[src/design/pgt_pkg.sv]
// ----------------------------------------------------------------------------
// pgt_pkg
// shared types, codes and widths of the priority goal table
// ----------------------------------------------------------------------------
`timescale 1ns / 1ps

package pgt_pkg;

    // table geometry
    localparam int GOAL_MAX = 16;
    localparam int IDX_W    = $clog2(GOAL_MAX);
    localparam int CNT_W    = $clog2(GOAL_MAX + 1);

    // field widths
    localparam int OP_W     = 2;
    localparam int PRI_W    = 16;
    localparam int TAG_W    = 16;
    localparam int POS_W    = 4;
    localparam int HELD_W   = 5;
    localparam int STATUS_W = 2;

    // stream data widths, padded to whole bytes
    localparam int IN_DATA_W  = 40;
    localparam int OUT_DATA_W = 48;

    // output data field offsets
    localparam int OUT_PRI_LO  = 0;
    localparam int OUT_TAG_LO  = 16;
    localparam int OUT_DONE_LO = 32;
    localparam int OUT_POS_LO  = 33;
    localparam int OUT_HELD_LO = 38 - 1;

    // selection floor, -1.0 in Q8.8
    localparam logic signed [PRI_W-1:0] PRI_FLOOR = -16'sd256;

    typedef enum logic [OP_W-1:0] {
        OP_ADD,
        OP_NEXT,
        OP_COMPLETE,
        OP_CONSOLIDATE
    } op_t;

    typedef enum logic [STATUS_W-1:0] {
        ST_OK,
        ST_BAD_INDEX,
        ST_FULL,
        ST_NOT_FOUND
    } status_t;

    typedef struct packed {
        logic                    done;
        logic [TAG_W-1:0]        tag;
        logic signed [PRI_W-1:0] pri;
    } goal_entry_t;

    typedef enum logic [3:0] {
        S_IDLE,
        S_NX_RD,
        S_NX_CHK,
        S_CP_RD,
        S_CP_WR,
        S_SO_RDI,
        S_SO_LDI,
        S_SO_RDJ,
        S_SO_CHK,
        S_SO_SW1,
        S_SO_SW2,
        S_CM_RD,
        S_CM_CHK,
        S_FINISH
    } state_t;

endpackage

[src/design/pgt_ram.sv]
// ----------------------------------------------------------------------------
// pgt_ram
// generic single write, single read ram with registered read data
// ----------------------------------------------------------------------------
`timescale 1ns / 1ps

module pgt_ram #(
    parameter int WIDTH = 33,
    parameter int DEPTH = 16
) (
    input  logic                     clk,
    input  logic                     we,
    input  logic [$clog2(DEPTH)-1:0] waddr,
    input  logic [WIDTH-1:0]         wdata,
    input  logic [$clog2(DEPTH)-1:0] raddr,
    output logic [WIDTH-1:0]         rdata
);

    logic [WIDTH-1:0] mem_reg [DEPTH];
    logic [WIDTH-1:0] rdata_reg;

    // write port and registered read port
    always_ff @(posedge clk)
    begin
        if (we)
        begin
            mem_reg[waddr] <= wdata;
        end
        rdata_reg <= mem_reg[raddr];
    end

    assign rdata = rdata_reg;

endmodule

[src/design/pgt_cmp.sv]
// ----------------------------------------------------------------------------
// pgt_cmp
// shared priority compare used by the selection scan and the sort pass
// ----------------------------------------------------------------------------
`timescale 1ns / 1ps

module pgt_cmp (
    input  pgt_pkg::goal_entry_t             cand,
    input  logic signed [pgt_pkg::PRI_W-1:0] ref_pri,
    output logic                             take
);

    // an open candidate wins only with a strictly greater priority
    always_comb
    begin
        take = !cand.done && (cand.pri > ref_pri);
    end

endmodule

[src/design/priority_goal_table_unit.sv]
// ----------------------------------------------------------------------------
// priority_goal_table_unit
// goal table with add, select next, mark complete and consolidate
// ----------------------------------------------------------------------------
// Each transaction carries one operation and yields one result. The table sits
// in a 16-entry ram with one write and one registered read port, and every
// table access goes through that port under a small sequencer, with a read state
// before each state that uses the read data. The input is not ready while an
// operation runs; a finished result waits in the output register, and a new
// transaction is taken while it waits.
`timescale 1ns / 1ps

module priority_goal_table_unit (
    input  logic                              clk,
    input  logic                              rst_n,
    // request: tdata = new_priority, new_tag, slot_index (low bit up)
    input  logic                              s_axis_tvalid,
    output logic                              s_axis_tready,
    input  logic [pgt_pkg::IN_DATA_W-1:0]     s_axis_tdata,
    // request: tuser = op
    input  logic [pgt_pkg::OP_W-1:0]          s_axis_tuser,
    // result: tdata = goal_priority, goal_tag, goal_done, goal_position,
    // entries_held (low bit up)
    output logic                              m_axis_tvalid,
    input  logic                              m_axis_tready,
    output logic [pgt_pkg::OUT_DATA_W-1:0]    m_axis_tdata,
    // result: tuser = status
    output logic [pgt_pkg::STATUS_W-1:0]      m_axis_tuser
);

    localparam int IW = pgt_pkg::IDX_W;
    localparam int CW = pgt_pkg::CNT_W;

    // control registers
    pgt_pkg::state_t state_reg, state_next;
    logic [CW-1:0]   count_reg, count_next;
    logic            out_valid_reg, out_valid_next;

    // operation and sequencer registers
    logic [pgt_pkg::POS_W-1:0]         idx_in_reg, idx_in_next;
    logic [CW-1:0]                     i_reg, i_next;
    logic [CW-1:0]                     j_reg, j_next;
    logic [CW-1:0]                     w_reg, w_next;
    logic [IW-1:0]                     top_reg, top_next;
    pgt_pkg::goal_entry_t              top_data_reg, top_data_next;
    pgt_pkg::goal_entry_t              cur_reg, cur_next;
    logic                              found_reg, found_next;
    pgt_pkg::status_t                  status_reg, status_next;

    // result registers
    pgt_pkg::status_t                  out_status_reg, out_status_next;
    logic signed [pgt_pkg::PRI_W-1:0]  out_pri_reg, out_pri_next;
    logic [pgt_pkg::TAG_W-1:0]         out_tag_reg, out_tag_next;
    logic                              out_done_reg, out_done_next;
    logic [pgt_pkg::POS_W-1:0]         out_pos_reg, out_pos_next;
    logic [pgt_pkg::HELD_W-1:0]        out_held_reg, out_held_next;

    // ram port
    logic                 ram_we;
    logic [IW-1:0]        ram_waddr;
    logic [IW-1:0]        ram_raddr;
    pgt_pkg::goal_entry_t ram_wdata;
    pgt_pkg::goal_entry_t ram_rdata;
    logic [$bits(pgt_pkg::goal_entry_t)-1:0] ram_rdata_raw;

    logic take;
    logic in_fire;

    pgt_ram #(
        .WIDTH ($bits(pgt_pkg::goal_entry_t)),
        .DEPTH (pgt_pkg::GOAL_MAX)
    ) u_ram (
        .clk   (clk),
        .we    (ram_we),
        .waddr (ram_waddr),
        .wdata (ram_wdata),
        .raddr (ram_raddr),
        .rdata (ram_rdata_raw)
    );

    assign ram_rdata = pgt_pkg::goal_entry_t'(ram_rdata_raw);

    // one compare unit serves both scans
    pgt_cmp u_cmp (
        .cand    (ram_rdata),
        .ref_pri (top_data_reg.pri),
        .take    (take)
    );

    // stream ports
    assign s_axis_tready = (state_reg == pgt_pkg::S_IDLE);
    assign in_fire       = s_axis_tvalid && s_axis_tready;
    assign m_axis_tvalid = out_valid_reg;
    assign m_axis_tuser  = out_status_reg;
    assign m_axis_tdata  = {6'b000000, out_held_reg, out_pos_reg, out_done_reg,
                            out_tag_reg, out_pri_reg};

    // sequencer next state and datapath
    always_comb
    begin
        state_next      = state_reg;
        count_next      = count_reg;
        out_valid_next  = out_valid_reg;
        idx_in_next     = idx_in_reg;
        i_next          = i_reg;
        j_next          = j_reg;
        w_next          = w_reg;
        top_next        = top_reg;
        top_data_next   = top_data_reg;
        cur_next        = cur_reg;
        found_next      = found_reg;
        status_next     = status_reg;
        out_status_next = out_status_reg;
        out_pri_next    = out_pri_reg;
        out_tag_next    = out_tag_reg;
        out_done_next   = out_done_reg;
        out_pos_next    = out_pos_reg;
        out_held_next   = out_held_reg;
        ram_we          = 1'b0;
        ram_waddr       = i_reg[IW-1:0];
        ram_wdata       = top_data_reg;
        ram_raddr       = j_reg[IW-1:0];

        // result leaves on its transaction
        if (out_valid_reg && m_axis_tready)
        begin
            out_valid_next = 1'b0;
        end

        case (state_reg)
            pgt_pkg::S_IDLE:
            begin
                if (in_fire)
                begin
                    idx_in_next = s_axis_tdata[35:32];
                    found_next  = 1'b0;
                    status_next = pgt_pkg::ST_OK;
                    i_next      = '0;
                    j_next      = '0;
                    w_next      = '0;
                    case (pgt_pkg::op_t'(s_axis_tuser))
                        pgt_pkg::OP_ADD:
                        begin
                            if (count_reg >= CW'(pgt_pkg::GOAL_MAX))
                            begin
                                status_next = pgt_pkg::ST_FULL;
                            end
                            else
                            begin
                                ram_we         = 1'b1;
                                ram_waddr      = count_reg[IW-1:0];
                                ram_wdata.done = 1'b0;
                                ram_wdata.tag  = s_axis_tdata[31:16];
                                ram_wdata.pri  = s_axis_tdata[15:0];
                                count_next     = count_reg + CW'(1);
                            end
                            state_next = pgt_pkg::S_FINISH;
                        end
                        pgt_pkg::OP_NEXT:
                        begin
                            top_data_next.pri = pgt_pkg::PRI_FLOOR;
                            if (count_reg == '0)
                            begin
                                status_next = pgt_pkg::ST_NOT_FOUND;
                                state_next  = pgt_pkg::S_FINISH;
                            end
                            else
                            begin
                                state_next = pgt_pkg::S_NX_RD;
                            end
                        end
                        pgt_pkg::OP_COMPLETE:
                        begin
                            if (CW'(s_axis_tdata[35:32]) >= count_reg)
                            begin
                                status_next = pgt_pkg::ST_BAD_INDEX;
                                state_next  = pgt_pkg::S_FINISH;
                            end
                            else
                            begin
                                state_next = pgt_pkg::S_CP_RD;
                            end
                        end
                        pgt_pkg::OP_CONSOLIDATE:
                        begin
                            if (count_reg >= CW'(2))
                            begin
                                state_next = pgt_pkg::S_SO_RDI;
                            end
                            else if (count_reg == CW'(1))
                            begin
                                state_next = pgt_pkg::S_CM_RD;
                            end
                            else
                            begin
                                state_next = pgt_pkg::S_FINISH;
                            end
                        end
                        default:
                        begin
                            state_next = pgt_pkg::S_FINISH;
                        end
                    endcase
                end
            end

            // selection scan over held entries
            pgt_pkg::S_NX_RD:
            begin
                ram_raddr  = j_reg[IW-1:0];
                state_next = pgt_pkg::S_NX_CHK;
            end
            pgt_pkg::S_NX_CHK:
            begin
                if (take)
                begin
                    top_data_next = ram_rdata;
                    top_next      = j_reg[IW-1:0];
                    found_next    = 1'b1;
                end
                j_next = j_reg + CW'(1);
                if (j_reg + CW'(1) == count_reg)
                begin
                    status_next = (found_reg || take) ? pgt_pkg::ST_OK
                                                      : pgt_pkg::ST_NOT_FOUND;
                    state_next  = pgt_pkg::S_FINISH;
                end
                else
                begin
                    state_next = pgt_pkg::S_NX_RD;
                end
            end

            // mark complete as read, modify, write
            pgt_pkg::S_CP_RD:
            begin
                ram_raddr  = idx_in_reg[IW-1:0];
                state_next = pgt_pkg::S_CP_WR;
            end
            pgt_pkg::S_CP_WR:
            begin
                ram_we         = 1'b1;
                ram_waddr      = idx_in_reg[IW-1:0];
                ram_wdata      = ram_rdata;
                ram_wdata.done = 1'b1;
                state_next     = pgt_pkg::S_FINISH;
            end

            // sort pass: load the entry at position i
            pgt_pkg::S_SO_RDI:
            begin
                ram_raddr  = i_reg[IW-1:0];
                state_next = pgt_pkg::S_SO_LDI;
            end
            pgt_pkg::S_SO_LDI:
            begin
                cur_next      = ram_rdata;
                top_data_next = ram_rdata;
                top_next      = i_reg[IW-1:0];
                j_next        = i_reg + CW'(1);
                state_next    = pgt_pkg::S_SO_RDJ;
            end

            // sort pass: find the best open entry beyond i
            pgt_pkg::S_SO_RDJ:
            begin
                ram_raddr  = j_reg[IW-1:0];
                state_next = pgt_pkg::S_SO_CHK;
            end
            pgt_pkg::S_SO_CHK:
            begin
                if (take)
                begin
                    top_data_next = ram_rdata;
                    top_next      = j_reg[IW-1:0];
                end
                j_next = j_reg + CW'(1);
                if (j_reg + CW'(1) == count_reg)
                begin
                    state_next = pgt_pkg::S_SO_SW1;
                end
                else
                begin
                    state_next = pgt_pkg::S_SO_RDJ;
                end
            end

            // sort pass: swap in the SW1 and SW2 write states, skipped when i is already best
            pgt_pkg::S_SO_SW1:
            begin
                if (top_reg != i_reg[IW-1:0])
                begin
                    ram_we     = 1'b1;
                    ram_waddr  = i_reg[IW-1:0];
                    ram_wdata  = top_data_reg;
                    state_next = pgt_pkg::S_SO_SW2;
                end
                else
                begin
                    i_next = i_reg + CW'(1);
                    if (i_reg + CW'(2) < count_reg)
                    begin
                        state_next = pgt_pkg::S_SO_RDI;
                    end
                    else
                    begin
                        i_next     = '0;
                        w_next     = '0;
                        state_next = pgt_pkg::S_CM_RD;
                    end
                end
            end
            pgt_pkg::S_SO_SW2:
            begin
                ram_we    = 1'b1;
                ram_waddr = top_reg;
                ram_wdata = cur_reg;
                i_next    = i_reg + CW'(1);
                if (i_reg + CW'(2) < count_reg)
                begin
                    state_next = pgt_pkg::S_SO_RDI;
                end
                else
                begin
                    i_next     = '0;
                    w_next     = '0;
                    state_next = pgt_pkg::S_CM_RD;
                end
            end

            // compaction: keep open entries in order
            pgt_pkg::S_CM_RD:
            begin
                ram_raddr  = i_reg[IW-1:0];
                state_next = pgt_pkg::S_CM_CHK;
            end
            pgt_pkg::S_CM_CHK:
            begin
                if (!ram_rdata.done)
                begin
                    ram_we    = 1'b1;
                    ram_waddr = w_reg[IW-1:0];
                    ram_wdata = ram_rdata;
                    w_next    = w_reg + CW'(1);
                end
                i_next = i_reg + CW'(1);
                if (i_reg + CW'(1) == count_reg)
                begin
                    count_next = ram_rdata.done ? w_reg : (w_reg + CW'(1));
                    state_next = pgt_pkg::S_FINISH;
                end
                else
                begin
                    state_next = pgt_pkg::S_CM_RD;
                end
            end

            // load the result once the output register is free
            pgt_pkg::S_FINISH:
            begin
                if (!out_valid_reg || m_axis_tready)
                begin
                    out_valid_next  = 1'b1;
                    out_status_next = status_reg;
                    out_held_next   = pgt_pkg::HELD_W'(count_reg);
                    if (found_reg)
                    begin
                        out_pri_next  = top_data_reg.pri;
                        out_tag_next  = top_data_reg.tag;
                        out_done_next = top_data_reg.done;
                        out_pos_next  = pgt_pkg::POS_W'(top_reg);
                    end
                    else
                    begin
                        out_pri_next  = '0;
                        out_tag_next  = '0;
                        out_done_next = 1'b0;
                        out_pos_next  = '0;
                    end
                    state_next = pgt_pkg::S_IDLE;
                end
            end

            default:
            begin
                state_next = pgt_pkg::S_IDLE;
            end
        endcase
    end

    // control state
    always_ff @(posedge clk or negedge rst_n)
    begin
        if (!rst_n)
        begin
            state_reg     <= pgt_pkg::S_IDLE;
            count_reg     <= '0;
            out_valid_reg <= 1'b0;
        end
        else
        begin
            state_reg     <= state_next;
            count_reg     <= count_next;
            out_valid_reg <= out_valid_next;
        end
    end

    // payload and sequencer registers
    always_ff @(posedge clk)
    begin
        idx_in_reg     <= idx_in_next;
        i_reg          <= i_next;
        j_reg          <= j_next;
        w_reg          <= w_next;
        top_reg        <= top_next;
        top_data_reg   <= top_data_next;
        cur_reg        <= cur_next;
        found_reg      <= found_next;
        status_reg     <= status_next;
        out_status_reg <= out_status_next;
        out_pri_reg    <= out_pri_next;
        out_tag_reg    <= out_tag_next;
        out_done_reg   <= out_done_next;
        out_pos_reg    <= out_pos_next;
        out_held_reg   <= out_held_next;
    end

endmodule

[config.mk]
export PLATFORM = sky130hd
export DESIGN_NAME = priority_goal_table_unit
export DESIGN_NICKNAME = d
export VERILOG_FILES = /design/src/design/pgt_pkg.sv /design/src/design/pgt_ram.sv /design/src/design/pgt_cmp.sv /design/src/design/priority_goal_table_unit.sv
export SDC_FILE = /design/constraint.sdc
export NUM_CORES = 1
export LEC_CHECK = 0
export BUFFER_PORTS_ARGS = -buffer_cell sky130_fd_sc_hd__buf_2
export CAP_MARGIN = 0
export CORE_ASPECT_RATIO = 0.9
export CORE_MARGIN = 4
export CORE_UTILIZATION = 55
export DETAILED_ROUTE_END_ITERATION = 10
export GPL_TIMING_DRIVEN = 0
export PLACE_DENSITY_LB_ADDON = 0.25
export RECOVER_POWER = 50
export SYNTH_ARGS = -nofsm -noshare
export SYNTH_HDL_FRONTEND = slang
export SYNTH_SLANG_ARGS = --single-unit
export TNS_END_PERCENT = 10
[constraint.sdc]
create_clock -name clk -period 10.5 [get_ports clk]
set_input_delay 0.525 -clock clk [delete_from_list [all_inputs] [get_ports clk]]
set_output_delay 0.525 -clock clk [all_outputs]
set_load 0.02 [all_outputs]
======== Word-level counts from Yosys, hierarchy flattened ========
Memories as Yosys holds them, arrays and structs flattened. A register that Yosys moved wholly into a read port is not among the register bits.
Index checks and enable logic that the tools add are counted.
Widths: inputs -> output; s select.
word-level totals
  logic and storage cells ................. 158
  memories ................................ 1
  RAM bits ................................ 528
  input port bits ......................... 46
  register bits ........................... 146
memories
  name           depth  bits a word  rd ports  clocked after Yosys merged registers in  write ports  line           source
  u_ram.mem_reg  16     33           1         1                                        1            pgt_ram.sv:19  logic [WIDTH-1:0] mem_reg [DEPTH];
operators by class
  reduce and logical (&&, ||, !) cells .... 28
  magnitude comparators ................... 5
  muxes and demuxes ....................... 67
  $add $sub $neg .......................... 5
  equality and inequality tests ........... 30
operator list
  kind                 number
  $mux 33              5
  $pmux 33 s4          1
  $mux 4               14
  $pmux 4 s14          1
  $mux 5               10
  $pmux 16 s3          1
  $pmux 5 s4           2
  $pmux 17 s2          1
  $mux 16              2
  $pmux 4 s4           2
  $eq 4x4->1 const B   6
  $add 5x1->5 const B  4
  $eq 4x3->1 const B   4
  $gt 16x16->1         1
  $pmux 4 s2           2
  $pmux 5 s3           1
  $mux 1               13
  $ne 2x2->1 const B   6
  $eq 5x5->1           2
  $mux 2               5
  $pmux 5 s2           1
  $reduce_and 2->1     5
  $reduce_and 3->1     3
  $eq 4x2->1 const B   2
  other kinds (28)     41

======== Depth between registers and ports, before layout ========
Gate-level depths: netlist of the first run.
  word-level depth ........................ 7
  mapped depth ............................ 11
  depth with buffers taken out ............ 9

======== By module ========
From an unflattened synthesis of the first run, not the netlist that was laid out.
second synthesis, totals
  cell total of the unflattened synthesis .. 1599
  area, all modules ....................... 28549.9 µm²
by module, submodules not included
  module                    cells an instance  area an instance (µm²)  instances
  pgt_ram                   864                20629.8                 1
  priority_goal_table_unit  676                7489.7                  1
  pgt_cmp                   59                 430.4                   1

======== Least setup slack after synthesis of the first run ========
No wires, ideal clock.
  path kind ............................... register to register
  start point ............................. register state_reg[1]
  end point ............................... memory u_ram.mem_reg[9][0] (enable)
  slack ................................... 5796 ps
  cell stages (with the launch flop) ...... 11
  required time ........................... 10029 ps
  data arrival time ....................... 4233 ps
  path buffers ............................ 2
  setup time .............................. 471 ps
  path through ............................ dfrtp_1 -> buf_6 -> nor2_1 -> nand2_2 -> inv_2 -> and2_1 -> buf_6 -> a222oi_1 -> a21boi_1 -> and3b_1 -> nor3b_1
between the ends
  cells in the longest elaborated chain, start to end .. 6
RTL lines
  what                          line                             source
  start: declaration            priority_goal_table_unit.sv:35   pgt_pkg::state_t state_reg, state_next;
  start signal: assignment      priority_goal_table_unit.sv:396  state_reg <= pgt_pkg::S_IDLE;
  start signal: assignment      priority_goal_table_unit.sv:402  state_reg <= state_next;
  $logic_not 4->1 *             priority_goal_table_unit.sv:91   assign s_axis_tready = (state_reg == pgt_pkg::S_IDLE);
  net s_axis_tready             priority_goal_table_unit.sv:18   output logic s_axis_tready,
  $logic_and 1x1->1             priority_goal_table_unit.sv:92   assign in_fire = s_axis_tvalid && s_axis_tready;
  $mux 1                        priority_goal_table_unit.sv:133  if (in_fire)
  $pmux 1 s4                    priority_goal_table_unit.sv:130  case (state_reg)
  $mux 1                        pgt_ram.sv:25                    if (we)
  $mux 1 (implied by the code)  pgt_ram.sv:27                    mem_reg[waddr] <= wdata;
  end: declaration              pgt_ram.sv:19
Mark *: on every way through the listed nets, which the timed path passes. The rest lies on a longest branch.

======== Worst setup path in the final report of the first run ========
  start point ............................. register top_data_reg[9] in the netlist's numbering
  end point ............................... register top_data_reg[26] in the netlist's numbering (enable)
between the ends
  cells in the longest elaborated chain, start to end .. 4
RTL lines
  what                        line                             source
  start: declaration          priority_goal_table_unit.sv:45   pgt_pkg::goal_entry_t top_data_reg, top_data_next;
  start signal: assignment    priority_goal_table_unit.sv:416  top_data_reg <= top_data_next;
  $gt 16x16->1                pgt_cmp.sv:16                    take = !cand.done && (cand.pri > ref_pri);
  $logic_and 1x1->1           pgt_cmp.sv:16
  $ne 2x1->1 (no line)        --
  $reduce_and 2->1 (no line)  --
No other way between the ends.
A chain may end at the register's enable or synchronous reset.

==> impl_metrics.json, run 1 <==
{
  "start_util_pct": 55.6,
  "drcViolationCount": 0,
  "max_freq_mhz": 190,
  "clockBufferDepth": 3,
  "die_h_um": 228,
  "clk_pin_slew_worst_paths_ns": 0.06,
  "irDropWorstVdd_mv": 0.213,
  "r2r_cells": 11,
  "p_total_mw": 11.8,
  "p_per_area_nw_per_um2": 350,
  "rr_startpoint": "top_data_reg[9]$_SDFFCE_PN1P_",
  "core_um2": 53100,
  "first_pass_iters": 6,
  "cts-root-buf": "clkbuf_16",
  "cp_max_fo": 14,
  "synth_seq_cells": 707,
  "fillerInstances": 3799,
  "place_area_um2": 31600,
  "hold_buffers": 1,
  "path_cells": "inv_1, ha_1, a21o_1, a21o_1, a21oi_1, o22ai_1, or4b_1, clkbuf_1, xnor2_1, o31ai_1, clkbuf_1",
  "largest_register_ffs": 528,
  "synthFlopType": "edfxtp_1",
  "seq_area_um2": 20900,
  "insertion_delay_ns": 0.63,
  "yosysWarningCount": 0,
  "p_leak_nw": 11.4,
  "ys_seq_area_share_pct": 70.7,
  "grt_pass1_vias": 17800,
  "wl_per_cell_um": 26.9,
  "crit_slowest_cell": "o31ai_1",
  "end_kind": "flop",
  "max_stage_delay_ns": 1.67,
  "synth_edf_count": 664,
  "fin_area_um2": 33600,
  "vias": 18100,
  "track_usage_pct": 26.3,
  "crit_buf_inv": 3,
  "synthesis.instances": 1880,
  "grt_max_degree": 24,
  "hold_violations": 0,
  "cts_resized": 0,
  "fin_crit_sh_pct": 50.1,
  "min_path_cells": 1,
  "viasPerCell": 6.35,
  "report.final.slew_viol_count": 90,
  "place_congestion": 0.925,
  "antenna_found_initial": 1,
  "synthTopCellsByArea": "edfxtp_1, mux4_2, mux2i_1",
  "drive_above_1_share_pct": 15.8,
  "die_x_um": 252,
  "period_needed_ns": 5.26,
  "fin_worst_skew_ns": 0.0355,
  "setup_violations": 0,
  "critPathLaunchType": "flop",
  "min_path_type": "in2reg",
  "routed_wl_mm": 76.4,
  "required_ns": 10.73,
  "synth.top_cell.area_share_pct": 67.6,
  "worstMarginPinSlew_ns": 2.16,
  "grt_pass1_wl_mm": 113,
  "io_buffers": 87,
  "worst_ep_arrival_time_ns": 5.49,
  "violations": "capacitance limit, slew limit",
  "synthArstFlopShare_pct": 1.41,
  "synth_most_common_cell": "edfxtp_1",
  "crit_family": "compound AO/OA/AOI/OAI gates",
  "max_slew_margin_pct": -45.5,
  "cts_inserted_buffers": 70,
  "diodes": 0,
  "rsz0062_at_grt": "no",
  "crit_type": "reg2reg",
  "multi_input_area_um2": 7860,
  "setup_ws_ns": 5.24,
  "post_cts_buffers": 0,
  "whs_ns": 0.150,
  "tns_ns": 0,
  "holdPathEnd": "idx_in_reg[1]$_DFFE_PP_",
  "synth_area_um2": 29500,
  "timing.rr.end": "top_data_reg[26]$_DFFE_PP_",
  "die-area_um2": 57400,
  "place_ws_ns": 6.34,
  "cap_violations": 5,
  "yosysTopAreaCell": "edfxtp_1",
  "finalNetCount": 2167,
  "hp-start": "s_axis_tdata[33]",
  "num_rows": 80,
  "tritoncts": "done",
  "outcome": "complete, but fails checks",
  "syn_avg_cell_area_um2": 15.7,
  "synth_cell_types": 86,
  "h-tree-depth": 3,
  "area_delta_synth_final_pct": 13.9,
  "io_pins": 98,
  "synth_common_cells": "edfxtp_1, nand2_1, nor2_1",
  "dp_hpwl_mm": 51.3,
  "r2r_setup_slack_ns": 5.24,
  "cts_sinks": 707,
  "grt_overflow": 0,
  "drt_iter0_drc": 2650,
  "ant_nets": 0
}
[worst register-to-register path: cells and delay by family, from the launching register on]
kind | cells | cell delay, ns
AOI/OAI and AO/OA | 5 | 2.31
xor gates and xnor gates | 1 | 0.16
adders and majority gates | 1 | 0.26
buffers and inverters | 3 | 1.20
DFF | 1 | 0.39
and+or+nand+nor | 1 | 0.54
[worst max path at each step]
stage                             startpoint                             end  slack (ns)  depth (start not counted)
5_1_grt        top_data_reg[9]$_SDFFCE_PN1P_            top_reg[1]$_DFFE_PP_        4.95                         11
3_3_place_gp                 s_axis_tuser[1]  u_ram.mem_reg[5][11]$_DFFE_PP_        2.38                          9
3_5_place_dp                 s_axis_tuser[1]  u_ram.mem_reg[0][14]$_DFFE_PP_        6.34                         10
4_1_cts             count_reg[4]$_DFFE_PN0P_  u_ram.mem_reg[0][15]$_DFFE_PP_        6.38                         10
6_report       top_data_reg[9]$_SDFFCE_PN1P_      top_data_reg[26]$_DFFE_PP_        5.24                         11
2_1_floorplan       state_reg[1]$_DFFE_PN0P_   u_ram.mem_reg[9][0]$_DFFE_PP_        5.80                         10
[through the flow]
stage,cells,util [%]
2_1_floorplan,1885,-
3_3_place_gp,2669,58.1
3_5_place_dp,2713,59.6
4_1_cts,2844,63.9
5_1_grt,2844,63.4
6_report,2844,63.4
[layout make-up]
cell class                 count  area share, %
sequential                   707           62.0
multi-input combinational   1021           23.4
clock buffer                  94           5.63
timing repair buffer         132           2.64
tap                          697           2.59
buffer                       118           2.14
clock inverter                36           1.13
inverter                      39          0.436
[placed cells by master (no fill, tap or decap), types with 10 or more instances in the layout]
cell type,instances
edfxtp_1,664
nand2_1,176
clkbuf_1,143
nor2_1,100
o21ai_0,78
mux2i_1,71
clkbuf_16,71
buf_2,69
mux4_2,59
a21oi_1,43
nor3_1,42
inv_1,39
a222oi_1,35
a22oi_1,35
dfxtp_1,33
ha_1,32
a221oi_1,31
and2_0,29
a32o_1,29
nand3_1,24
xnor2_1,20
buf_6,18
nor2b_1,16
buf_12,14
buf_4,13
clkinv_1,12
mux4_1,11
or2_2,10
and2_1,10
nand2_2,10
clkinv_2,10
dfrtp_1,10
[layer usage]
metal / vias up / routed length (µm) / share of wire (%) / GRT usage, %
li1: 7787 / - / - / -
met1: 8993 / 30200 / 40 / 37.1
met2: 1076 / 34600 / 45 / 40.1
met3: 202 / 8300 / 11 / 6.34
met4: 0 / 3330 / 4.4 / 10.7
met5: - / 0 / 0 / 0
[where the power goes]
group | internal [mW] | switching (mW) | total, mW
clock network | 1.43 | 1.05 | 2.48
registers | 4.16 | 0.209 | 4.37
logic | 1.66 | 3.26 | 4.92
[cell families after synthesis]
family	share of synthesized area (%)
adders and majority gates	1.36
and+or+nand+nor	8.00
AOI/OAI and AO/OA	8.14
buffers and inverters	3.02
DFF	70.7
muxes	7.93
xor gates and xnor gates	0.861
other	0.0127
Note: power is estimated with default switching activity, not from simulation.
==> run 2, diff against run 1 <==
==> constraint.sdc (replaced) <==
create_clock -name clk -period 4.8 [get_ports clk]
set_input_delay 0.24 -clock clk [delete_from_list [all_inputs] [get_ports clk]]
set_output_delay 0.24 -clock clk [all_outputs]
set_load 0.02 [all_outputs]
==> run 2 against run 1 <==
  * Critical path type unchanged
  * Global-route usage about the same
  * Via count decreased by 0.11%
  * Die area unchanged
  * Routed wire length about the same
  * Sequential power increased by 120%
  * Worst hold slack got worse by 0.081 ns
  * Cell area increased by 0.29%
  * The flow still finishes with violations (capacitance limit, slew limit)
  * First-iteration DRC count decreased by 3.8%
  * Worst setup slack got worse by 4.8 ns
==> impl_metrics.json, run 2 (synthesis results as in run 1) <==
{
  "outcome": "complete, but fails checks",
  "violations": "capacitance limit, slew limit",
  "die-area_um2": 57400,
  "area_delta_synth_final_pct": 14.3,
  "clockBufferDepth": 3,
  "p_leak_nw": 11.5,
  "h-tree-depth": 3,
  "critPathMostFrequentCell": "a21o_1",
  "period_needed_ns": 4.35,
  "drt_iter0_drc": 2550,
  "io_buffers": 87,
  "drcViolationCount": 0,
  "timing.rr.end": "top_data_reg[26]$_DFFE_PP_",
  "wl_per_cell_um": 26.8,
  "hold_violations": 0,
  "crit_family": "compound AO/OA/AOI/OAI gates",
  "end_kind": "flop",
  "vias": 18000,
  "core_um2": 53100,
  "die_h_um": 228,
  "start_util_pct": 55.6,
  "cts_sinks": 707,
  "report.final.slew_viol_count": 57,
  "fin_worst_skew_ns": 0.0360,
  "crit_slowest_cell": "o31ai_2",
  "place_ws_ns": 0.644,
  "critPathLaunchType": "flop",
  "diodes": 0,
  "worstMarginPinSlew_ns": 1.70,
  "layout_common_cells": "edfxtp_1, nand2_1, clkbuf_1, nor2_1, o21ai_0",
  "r2r_setup_slack_ns": 0.45,
  "viasPerCell": 6.33,
  "routed_wl_mm": 76.4,
  "holdPathEnd": "m_axis_tvalid$_DFF_PN0_",
  "largest_register_ffs": 528,
  "setup_ws_ns": 0.454,
  "finalNetCount": 2171,
  "max_slew_margin_pct": -14.2,
  "cts_inserted_buffers": 70,
  "min_path_type": "in2reg",
  "grt_overflow": 0,
  "antenna_found_initial": 1,
  "clk_pin_slew_worst_paths_ns": 0.06,
  "post_cts_buffers": 0,
  "dp_hpwl_mm": 51.3,
  "crit_buf_inv": 3,
  "grt_pass1_wl_mm": 113,
  "max_stage_delay_ns": 1.09,
  "cap_violations": 3,
  "cp_max_fo": 14,
  "track_usage_pct": 26.4,
  "fin_crit_sh_pct": 90.5,
  "rsz0062_at_grt": "no",
  "layout_commonest_cell": "edfxtp_1",
  "required_ns": 5.05,
  "setup_violations": 0,
  "first_pass_iters": 6,
  "drive_above_1_share_pct": 16.2,
  "num_rows": 80,
  "io_pins": 98,
  "path_cells": "inv_1, ha_1, a21o_1, a21o_1, a21oi_1, o22ai_1, or4b_1, clkbuf_1, xnor2_1, o31ai_2, clkbuf_2",
  "utilization_pct": 63.5,
  "place_congestion": 0.925,
  "rr_startpoint": "top_data_reg[9]$_SDFFCE_PN1P_",
  "insertion_delay_ns": 0.63,
  "final_cells": 2848,
  "place_inst": 2713,
  "worst_ep_arrival_time_ns": 4.59,
  "max_freq_mhz": 230,
  "hp-start": "m_axis_tready",
  "ant_nets": 0,
  "grt_max_degree": 24,
  "tritoncts": "done",
  "p_per_area_nw_per_um2": 764,
  "irDropWorstVdd_mv": 0.464,
  "crit_type": "reg2reg",
  "cts-root-buf": "clkbuf_16",
  "r2r_cells": 11,
  "die_x_um": 252,
  "grt_pass1_vias": 17900,
  "min_path_cells": 3
}
run 2: cell count changes in the layout (fill, tap and decap cells not counted):
cell,previous run,this run
buf_12,14,15
clkbuf_2,0,3
o31ai_1,4,3
clkbuf_1,143,134
dlygate4sd3_1,1,5
buf_6,18,22
o31ai_2,0,1
buf_4,13,14
run 2: layer usage:
metal | global-route usage, % | vias up | wire length [µm] | part of all wire [%]
met3 | 6.34 | 205 | 8230 | 11
met2 | 40.2 | 1028 | 34600 | 45
met1 | 37.1 | 9011 | 30200 | 40
li1 | - | 7794 | - | -
met5 | 0 | - | 0 | 0
met4 | 10.7 | 0 | 3380 | 4.4
run 2: metrics by stage:
stage / total power, mW / hold WS, ns / instance area [µm²] / TNS (ns)
5_1_grt: 26.9 / 0.0796 / 33700 / 0
4_1_cts: 25.9 / 0.0168 / 33900 / 0
6_report: 25.7 / 0.0683 / 33700 / 0
3_3_place_gp: 19.8 / 0.116 / 30800 / -795.24
2_1_floorplan: 16.4 / -0.0556 / 29500 / 0
3_5_place_dp: 20.5 / 0.119 / 31600 / 0
run 2: cell type report:
type / instances / area [µm²]
multi-input cells: 1021 / 7870
repair buffers: 136 / 973
flip-flops and latches: 707 / 20900
inverters: 39 / 146
clock inverters: 36 / 380
clock buffers: 94 / 1890
well taps: 697 / 872
fillers: 3784 / 19300
plain buffers: 118 / 727
run 2: how the worst max path moves through the flow:
stage | from | cells after the start | slack [ns] | endpoint
2_1_floorplan | state_reg[1]$_DFFE_PN0P_ | 10 | 0.1 | u_ram.mem_reg[9][0]$_DFFE_PP_
3_3_place_gp | count_reg[4]$_DFFE_PN0P_ | 9 | -3.31 | u_ram.mem_reg[5][11]$_DFFE_PP_
3_5_place_dp | count_reg[4]$_DFFE_PN0P_ | 10 | 0.64 | u_ram.mem_reg[0][14]$_DFFE_PP_
4_1_cts | count_reg[4]$_DFFE_PN0P_ | 10 | 0.68 | u_ram.mem_reg[0][15]$_DFFE_PP_
5_1_grt | state_reg[2]$_DFFE_PN0P_ | 8 | 0.22 | u_ram.mem_reg[12][4]$_DFFE_PP_
6_report | top_data_reg[9]$_SDFFCE_PN1P_ | 11 | 0.45 | top_data_reg[26]$_DFFE_PP_
run 2: timing repair:
action | CTS | global route
hold buffers | 5 | 0
hold endpoints to repair | 14 | 0
resized for setup | 0 | 0
run 2: where the power goes:
| group | leakage (nW) | total (mW) | switching (mW) | internal, mW |
|---|---|---|---|---|
| clock network | 1.11 | 5.41 | 2.29 | 3.12 |
| registers | 6.38 | 9.55 | 0.457 | 9.09 |
| logic | 4.02 | 10.8 | 7.12 | 3.66 |
| total | 11.5 | 25.7 | 9.86 | 15.9 |
run 2: tightest hold or removal path: cells and delay by family:
family / cells / cell delay, ns
buffers and inverters: 1 / 0.07
and+or+nand+nor: 2 / 0.30
